## src/rtl/core/tmrq_pkg.sv

```systemverilog
// ----------------------------------------------------------------------------
// tmrq_pkg
// Types and constants shared by the timestamp matched ring queue.
// ----------------------------------------------------------------------------
package tmrq_pkg;

	localparam int DEPTH      = 16;
	localparam int PTR_W      = $clog2(DEPTH);
	localparam int LVL_W      = $clog2(DEPTH + 1);
	localparam int STAMP_W    = 48;
	localparam int SIZE_W     = 14;
	localparam int KIND_W     = 8;
	localparam int WINDOW_W   = 16;
	localparam int CFG_IDX_W  = 1;
	localparam int CFG_DATA_W = 16;

	localparam logic [SIZE_W-1:0]   MIN_SIZE_EXCL  = 14'd16;
	localparam logic [KIND_W-1:0]   KIND_REQUIRED  = 8'd5;
	localparam logic [WINDOW_W-1:0] WINDOW_RESET   = 16'd20;
	localparam logic [SIZE_W-1:0]   MAX_SIZE_RESET = 14'd8196;

	localparam logic OP_ADD    = 1'b0;
	localparam logic OP_LOOKUP = 1'b1;

	localparam logic [CFG_IDX_W-1:0] CFG_MATCH_WINDOW   = 1'd0;
	localparam logic [CFG_IDX_W-1:0] CFG_MAX_ENTRY_SIZE = 1'd1;

	typedef struct packed {
		logic              op;
		logic [STAMP_W-1:0] stamp;
		logic [SIZE_W-1:0]  payload_size;
		logic [KIND_W-1:0]  payload_kind_byte;
	} in_item_t;

	typedef struct packed {
		logic              accepted;
		logic              found;
		logic [PTR_W-1:0]  slot;
		logic [SIZE_W-1:0] entry_size;
		logic [LVL_W-1:0]  queue_level;
	} out_item_t;

	typedef struct packed {
		logic [WINDOW_W-1:0] match_window;
		logic [SIZE_W-1:0]   max_entry_size;
	} cfg_t;

	typedef struct packed {
		logic [STAMP_W-1:0] stamp;
		logic [SIZE_W-1:0]  size;
	} entry_t;

	typedef struct packed {
		logic             we;
		logic [PTR_W-1:0] waddr;
		entry_t           wdata;
		logic             re;
		logic [PTR_W-1:0] raddr;
	} mem_req_t;

	function automatic logic [PTR_W-1:0] ptr_next(input logic [PTR_W-1:0] p);
		logic [PTR_W-1:0] r;
		r = (p == PTR_W'(DEPTH - 1)) ? '0 : p + 1'b1;
		return r;
	endfunction

endpackage

```

## src/rtl/core/tmrq_mem.sv

```systemverilog
// ----------------------------------------------------------------------------
// tmrq_mem
// Entry store: one write port, one read port, registered read data.
// ----------------------------------------------------------------------------
module tmrq_mem (
	input  logic              clk,
	input  tmrq_pkg::mem_req_t req,
	output tmrq_pkg::entry_t   rdata
);

	tmrq_pkg::entry_t mem_q [tmrq_pkg::DEPTH];
	tmrq_pkg::entry_t rdata_q;

	always_ff @(posedge clk) begin
		if (req.we) begin
			mem_q[req.waddr] <= req.wdata;
		end
		if (req.re) begin
			rdata_q <= mem_q[req.raddr];
		end
	end

	assign rdata = rdata_q;

endmodule

```

## src/rtl/core/tmrq_ctrl.sv

```systemverilog
// ----------------------------------------------------------------------------
// tmrq_ctrl
// Pointers, level and the lookup scan sequencer around the entry store.
// ----------------------------------------------------------------------------
module tmrq_ctrl (
	input  logic                clk,
	input  logic                arst_n,
	input  tmrq_pkg::cfg_t      cfg,
	input  logic                start,
	input  tmrq_pkg::in_item_t  item,
	output logic                busy,
	output logic                done,
	output tmrq_pkg::out_item_t result,
	output tmrq_pkg::mem_req_t  mem_req,
	input  tmrq_pkg::entry_t    mem_rdata
);

	typedef enum logic {
		IDLE,
		SCAN
	} state_t;

	state_t                        state_q;
	logic [tmrq_pkg::PTR_W-1:0]    wptr_q;
	logic [tmrq_pkg::PTR_W-1:0]    rptr_q;
	logic [tmrq_pkg::PTR_W-1:0]    iss_q;
	logic [tmrq_pkg::LVL_W-1:0]    count_q;
	logic                          valid_s1;
	logic [tmrq_pkg::STAMP_W-1:0]  lo_q;
	logic [tmrq_pkg::STAMP_W:0]    hi_q;
	logic                          done_q;
	tmrq_pkg::out_item_t           result_q;

	logic                          take;
	logic                          add_ok;
	logic                          full;
	logic [tmrq_pkg::STAMP_W-1:0]  win_ext;
	logic [tmrq_pkg::STAMP_W-1:0]  lo_calc;
	logic [tmrq_pkg::STAMP_W:0]    hi_calc;
	logic                          below_lo;
	logic                          within_hi;
	logic                          idle_done;
	logic                          scan_pop;
	logic                          scan_end;
	tmrq_pkg::out_item_t           res_d;

	assign busy = (state_q != IDLE);
	assign take = start && !busy;
	assign full = (count_q == tmrq_pkg::LVL_W'(tmrq_pkg::DEPTH));

	assign add_ok = (item.op == tmrq_pkg::OP_ADD)
		&& (item.payload_size > tmrq_pkg::MIN_SIZE_EXCL)
		&& (item.payload_size <= cfg.max_entry_size)
		&& (item.payload_kind_byte == tmrq_pkg::KIND_REQUIRED);

	assign win_ext  = tmrq_pkg::STAMP_W'(cfg.match_window);
	assign lo_calc  = (item.stamp < win_ext) ? '0 : item.stamp - win_ext;
	// upper bound keeps the carry so it never wraps
	assign hi_calc  = {1'b0, item.stamp} + {1'b0, win_ext};

	assign below_lo  = (mem_rdata.stamp < lo_q);
	assign within_hi = ({1'b0, mem_rdata.stamp} <= hi_q);

	assign idle_done = take && ((item.op == tmrq_pkg::OP_ADD) || (count_q == '0));
	// entry under test is always the oldest one held
	assign scan_pop  = (state_q == SCAN) && valid_s1 && (below_lo || within_hi);
	assign scan_end  = (state_q == SCAN) && valid_s1
		&& (!below_lo || (count_q == tmrq_pkg::LVL_W'(1)));

	always_comb begin
		mem_req.we          = take && add_ok;
		mem_req.waddr       = wptr_q;
		mem_req.wdata.stamp = item.stamp;
		mem_req.wdata.size  = item.payload_size;
		// reads run one entry ahead; overshoot data is never used
		mem_req.re          = (state_q == SCAN);
		mem_req.raddr       = iss_q;
	end

	always_comb begin
		res_d = result_q;
		if (take) begin
			res_d = '0;
			if (item.op == tmrq_pkg::OP_ADD) begin
				res_d.accepted    = add_ok;
				res_d.slot        = add_ok ? wptr_q : '0;
				res_d.queue_level = (add_ok && !full) ? count_q + 1'b1 : count_q;
			end
		end else if (scan_end) begin
			if (below_lo) begin
				res_d.queue_level = '0;
			end else if (within_hi) begin
				res_d.found       = 1'b1;
				res_d.slot        = rptr_q;
				res_d.entry_size  = mem_rdata.size;
				res_d.queue_level = count_q - 1'b1;
			end else begin
				res_d.queue_level = count_q;
			end
		end
	end

	always_ff @(posedge clk or negedge arst_n) begin
		if (!arst_n) begin
			state_q  <= IDLE;
			wptr_q   <= '0;
			rptr_q   <= '0;
			iss_q    <= '0;
			count_q  <= '0;
			valid_s1 <= 1'b0;
			done_q   <= 1'b0;
			result_q <= '0;
			lo_q     <= '0;
			hi_q     <= '0;
		end else begin
			done_q   <= idle_done || scan_end;
			result_q <= res_d;
			unique case (state_q)
				IDLE: begin
					if (take) begin
						if (item.op == tmrq_pkg::OP_ADD) begin
							if (add_ok) begin
								wptr_q <= tmrq_pkg::ptr_next(wptr_q);
								if (full) begin
									rptr_q <= tmrq_pkg::ptr_next(rptr_q);
								end else begin
									count_q <= count_q + 1'b1;
								end
							end
						end else if (count_q != '0) begin
							state_q  <= SCAN;
							iss_q    <= rptr_q;
							valid_s1 <= 1'b0;
							lo_q     <= lo_calc;
							hi_q     <= hi_calc;
						end
					end
				end
				SCAN: begin
					iss_q    <= tmrq_pkg::ptr_next(iss_q);
					valid_s1 <= 1'b1;
					if (scan_pop) begin
						rptr_q  <= tmrq_pkg::ptr_next(rptr_q);
						count_q <= count_q - 1'b1;
					end
					if (scan_end) begin
						state_q <= IDLE;
					end
				end
				default: begin
					state_q <= IDLE;
				end
			endcase
		end
	end

	assign done   = done_q;
	assign result = result_q;

endmodule

```

## src/rtl/core/timestamp_matched_ring_queue_unit.sv

```systemverilog
// ----------------------------------------------------------------------------
// timestamp_matched_ring_queue_unit
// Ring queue of timestamped entries with windowed lookup against a frame time.
// ----------------------------------------------------------------------------
// Add, or lookup on an empty queue: the result is registered in the cycle after start is taken.
// Lookup: the scan reads the entry store one entry per cycle, examining 1 to
// DEPTH entries from the oldest; the result is registered when the scan ends.
// busy is high during a scan, and start is not taken while busy; an add never
// raises busy. done pulses for one cycle, no stall possible.
// Reset (arst_n low, async): queue empty, pointers zero, registers to defaults.
module timestamp_matched_ring_queue_unit (
	input  logic                              clk,
	input  logic                              arst_n,
	input  logic                              start,
	input  tmrq_pkg::in_item_t                item,
	output logic                              busy,
	output logic                              done,
	output tmrq_pkg::out_item_t               result,
	input  logic                              cfg_we,
	input  logic [tmrq_pkg::CFG_IDX_W-1:0]    cfg_index,
	input  logic [tmrq_pkg::CFG_DATA_W-1:0]   cfg_data
);

	tmrq_pkg::cfg_t     cfg_q;
	tmrq_pkg::mem_req_t mem_req;
	tmrq_pkg::entry_t   mem_rdata;

	always_ff @(posedge clk or negedge arst_n) begin
		if (!arst_n) begin
			cfg_q.match_window   <= tmrq_pkg::WINDOW_RESET;
			cfg_q.max_entry_size <= tmrq_pkg::MAX_SIZE_RESET;
		end else if (cfg_we) begin
			unique case (cfg_index)
				tmrq_pkg::CFG_MATCH_WINDOW: begin
					cfg_q.match_window <= cfg_data;
				end
				tmrq_pkg::CFG_MAX_ENTRY_SIZE: begin
					cfg_q.max_entry_size <= cfg_data[tmrq_pkg::SIZE_W-1:0];
				end
				default: begin
				end
			endcase
		end
	end

	tmrq_ctrl u_ctrl (
		.clk       (clk),
		.arst_n    (arst_n),
		.cfg       (cfg_q),
		.start     (start),
		.item      (item),
		.busy      (busy),
		.done      (done),
		.result    (result),
		.mem_req   (mem_req),
		.mem_rdata (mem_rdata)
	);

	tmrq_mem u_mem (
		.clk   (clk),
		.req   (mem_req),
		.rdata (mem_rdata)
	);

endmodule
```

## config.mk

```make
export PLATFORM = sky130hd
export DESIGN_NAME = timestamp_matched_ring_queue_unit
export DESIGN_NICKNAME = d
export VERILOG_FILES = /design/src/rtl/core/tmrq_pkg.sv /design/src/rtl/core/tmrq_mem.sv /design/src/rtl/core/tmrq_ctrl.sv /design/src/rtl/core/timestamp_matched_ring_queue_unit.sv
export SDC_FILE = /design/constraint.sdc
export NUM_CORES = 2
export LEC_CHECK = 0
export ABC_CLOCK_PERIOD_IN_PS = 4700
export BUFFER_PORTS_ARGS = -buffer_cell sky130_fd_sc_hd__buf_4
export CAP_MARGIN = 10
export CORE_UTILIZATION = 50
export DETAILED_ROUTE_END_ITERATION = 8
export PLACE_DENSITY_LB_ADDON = 0.3
export SLEW_MARGIN = 25
export SYNTH_ARGS = -nofsm -noshare
export SYNTH_HDL_FRONTEND = slang
export SYNTH_SLANG_ARGS = --single-unit
```

## constraint.sdc

```tcl
create_clock -name clk -period 4.7 [get_ports clk]
set_input_delay 0.94 -clock clk [delete_from_list [all_inputs] [get_ports clk]]
set_output_delay 0.94 -clock clk [all_outputs]
set_load 0.02 [all_outputs]
```

==> run summary <==
The number of vias per cell is 6.135, and the number of DRC violations after detailed-routing iteration 0 is 2799. Worst-case vdd ir drop: 0.6823 mV. In this run the worst path has a maximum fanout of 9. The highest-delay cell along the critical path is sky130_fd_sc_hd__or4_1. The first global-routing pass estimated 186.7 mm of wire. Hold repair after CTS inserted 0 buffers.

The worst-case headroom to the max-slew limit came out at 31.97%. The clock root buffer is sky130_fd_sc_hd__clkbuf_16. Entering global routing, the biggest net connects 95 pins. In this run the horizontal extent of the chip is 323.5 um.

The tools report the startpoint kind of the worst setup timing path as a flop. For the met1 track demand over resource in global routing, the log shows 33.63%. Yosys printed 0 warnings. The routed length per placed instance works out to 27.51 um. The length of the first detailed-routing pass in iterations came out at 5.

The count of buffers added on input and output ports is 118. The clock latency reported for the late side of the worst-skew pair is 720 ps. The post-route netlist has 24.09% of its cells at a drive strength greater than 1. The library cell occupying the most area in the post-synthesis netlist was sky130_fd_sc_hd__edfxtp_1.

The HPWL after detailed placement was 79.27 mm. The tools report the fraction of the yosys area taken by sequential cells as 69.58%. The tools report the count of antenna-violating nets left after detailed routing as 0. The fraction of registers with async set/reset was 14.03%.

In the final design database the tool counted 3362 nets. The floorplan has 117 rows. The floorplan step defined a die boundary enclosing 0.1047 mm2.

The logs give 20.36 nW for the static leakage and 40.79% for the fraction of met2 tracks used by global routing. Walking the worst path, the cells encountered are ha_1 -> nand4_1 -> or4_1 -> nor4_1 -> o2bb2ai_1 -> a31oi_1 -> o211ai_2 -> a31oi_1 -> buf_4 -> or2_2 -> mux2_2. The initial cell density of the core came out at 50.58%. The worst register-to-register path ends at u_ctrl.rptr_q[0]. The clock arrives with 42.07 ps of skew. By area the synthesized netlist is led by sky130_fd_sc_hd__edfxtp_1, sky130_fd_sc_hd__mux4_2, sky130_fd_sc_hd__dfrtp_1. The tools report the number of antenna violations at the first check in global routing as 5.

Synthesis produced 2936 cells. Number of synthesized flops with an enable pin: 1054. Sorting the synthesized cells by how often they occur yields sky130_fd_sc_hd__edfxtp_1, sky130_fd_sc_hd__mux4_2, sky130_fd_sc_hd__nand2_1. The final number of hold-violating endpoints came out at 0.

The final critical-path share of the clock period works out to 83.32%. In the global route stage, met3 resource usage came out at 3.702%. For this run, the total global-route usage over all layers was measured as 24.48%.

The synthesized netlist occupies a cell area of 0.05168 mm2. The area overhead of the layout relative to synthesis was 14.42%. Data arrives at the worst endpoint at 4500 ps.

The slew of the pin with the lowest slew margin is 1020 ps, and the total congestion overflow is 0. The most used flip-flop cell after synthesis is sky130_fd_sc_hd__edfxtp_1. The clock sink total is 1226, and the number of max-capacitance violations reported is 0.

The final-report max-slew violation count is 0, and the cell count of the worst reg-to-reg path is 11. For the top-level I/O count, the log shows 119. The clock tree synthesis step divided the H-tree into 3 levels. The routability-driven placement congestion ratio was 0.9008; the critical path data required time was 5290 ps. The flow ran to the end, and the final reports show no timing, DRC or antenna violations. The tools report the launching element of the worst setup path as u_mem.rdata[46]. The setup TNS came out at 0 ps. Worst hold path class: in -> async.

Setup violations remaining at the end of the flow were counted as 0. The tools report the nature of the critical path endpoint as a flop. Counting I/O delays and the setup requirement, the final critical path takes 3916 ps. Post-synthesis register bit count: 1226. The tools report the TritonCTS buffer count as 119. The post-CTS repair timing setup buffer count is 0.

The most numerous cell type found on the critical path is sky130_fd_sc_hd__a31oi_1. TritonCTS built the clock tree. Most common cell in the synthesized netlist: sky130_fd_sc_hd__edfxtp_1. The logs give 0.1022 mm2 for the core region area and 33.34 mW for the power after layout. For this run, the slowest stage of the critical path takes 670 ps. Summing over every cut layer, the via total after detailed routing is 28200. The startpoint identified for the worst register-to-register timing path is u_mem.rdata[46].

For the count of unresolved DRC violations after routing, the log shows 0. After clock tree synthesis, the clock-pin slew on the worst setup and hold paths is 60 ps. The final layout contains routed wiring with a total length of 126.4 mm. The area share of the largest cell type after synthesis was 61.24%; the number of unique standard cell types used by synthesis was 75.

The fmax is 0.2554 GHz, and the count of instances resized after the clock tree is built is 0. In this run the mean area of a mapped cell was 17.60 um2. The number of nets in the synthesized netlist is 3180. The power density normalized to cell area works out to 563.8 mW/mm2. Setup repair after global routing left no endpoint under its margin.

By startpoint and endpoint, the worst setup path is classified as reg -> reg. The floorplan step set the die height to 323.5 um. Via count of the first global-routing pass: 28580. The clock passes through at most 3 buffers.

The most congested layer reported by global routing is met2. For flop-to-flop paths, the worst setup slack is 780 ps.
[cells by family (layout without fill, tap and decap cells)]
kind of cell / after synthesis / in the layout / synth area share [%]
DFF: 1226 / 1226 / 69.58
and+or+nand+nor: 455 / 455 / 4.336
adders and majority gates: 152 / 152 / 3.709
other: 0 / 3 / 0
AOI/OAI and AO/OA: 368 / 368 / 4.474
buffers and inverters: 305 / 594 / 2.230
muxes: 343 / 343 / 14.20
xor gates and xnor gates: 87 / 87 / 1.474
[metrics by stage]
stage                     utilization [%]  instance area (um2)  cells  setup slack [ps]  hold WS [ps]
after floorplan                         -                51680   2936             185.7         426.0
after global placement              53.79                54960   4365             292.0         435.4
after detailed placement            53.79                54970   4365             235.8         440.1
after CTS                           57.86                59130   4593             825.1         312.1
after global routing                57.87                59130   4596             597.5         350.4
final                               57.87                59130   4596             784.0         309.7
[power breakdown]
| group | leakage (nW) | switching [mW] | internal [mW] |
|---|---|---|---|
| registers | 11.6 | 1.08 | 12.9 |
| logic | 6.71 | 4.82 | 4.49 |
| clock network | 2.01 | 4.16 | 5.88 |
| total | 20.4 | 10.1 | 23.3 |
[state kept, by name, summed over array words and instances, names as in the netlist, 5 cells and up]
| name | count |
|---|---|
| u_ctrl.hi_q | 49 |
| u_mem.rdata | 62 |
| u_ctrl.count_q | 5 |
| u_ctrl.lo_q | 48 |
| cfg_q | 30 |
| u_mem.mem_q | 992 |
| u_ctrl.result | 25 |
[worst max path at each step]
stage / endpoint / slack [ps]
after floorplan: u_mem.mem_q[10][0] / 190
after global routing: u_ctrl.rptr_q[0] / 600
final: u_ctrl.rptr_q[0] / 780
after detailed placement: u_mem.mem_q[4][1] / 240
after CTS: u_ctrl.rptr_q[0] / 830
after global placement: u_mem.mem_q[4][6] / 290
[layout by cell type (no fill, tap or decap), types with 15 or more instances in the layout]
cell / instances
sky130_fd_sc_hd__clkbuf_1: 20
sky130_fd_sc_hd__xnor2_1: 76
sky130_fd_sc_hd__buf_12: 37
sky130_fd_sc_hd__bufinv_16: 21
sky130_fd_sc_hd__nand2_1: 178
sky130_fd_sc_hd__nor3_1: 35
sky130_fd_sc_hd__mux2_2: 20
sky130_fd_sc_hd__nor4_1: 18
sky130_fd_sc_hd__edfxtp_1: 1054
sky130_fd_sc_hd__a21o_1: 27
sky130_fd_sc_hd__dfrtp_1: 163
sky130_fd_sc_hd__ha_1: 150
sky130_fd_sc_hd__o21ai_0: 121
sky130_fd_sc_hd__inv_1: 162
sky130_fd_sc_hd__nand2b_1: 15
sky130_fd_sc_hd__nor2_1: 65
sky130_fd_sc_hd__clkbuf_16: 119
sky130_fd_sc_hd__clkinv_2: 22
sky130_fd_sc_hd__clkinv_1: 23
sky130_fd_sc_hd__a21oi_1: 76
sky130_fd_sc_hd__nand4_1: 16
sky130_fd_sc_hd__buf_4: 166
sky130_fd_sc_hd__mux4_2: 310
sky130_fd_sc_hd__nand3_1: 30
sky130_fd_sc_hd__o22ai_1: 30
[worst max-delay path: cells and delay by family, from the launching register on]
family	cells	cell delay, ps
AO/OA/AOI/OAI	4	750
adder cells (fa/ha/maj)	1	360
buffers and inverters	1	200
flip-flops	1	510
multiplexers	1	280
AND/OR/NAND/NOR	4	1680
[per-layer routing]
metal / part of all wire, % / vias up / routed length, um
li1: - / 12000 / -
met4: 2.4 / 0 / 3090
met5: 0 / - / 0
met1: 41 / 14860 / 51630
met3: 6.8 / 195 / 8650
met2: 50 / 1146 / 63080
[final cells by class]
cell class / count / area (um2)
Antenna cell: 3 / 7.507
Clock buffer: 142 / 3094
Clock inverter: 86 / 1065
Fill cell: 7509 / 43050
Inverter: 162 / 608.1
Multi-Input combinational cell: 1405 / 14670
Sequential cell: 1226 / 35980
Tap cell: 1368 / 1712
Timing Repair Buffer: 204 / 2001
Power figures use the tool's default switching activity.
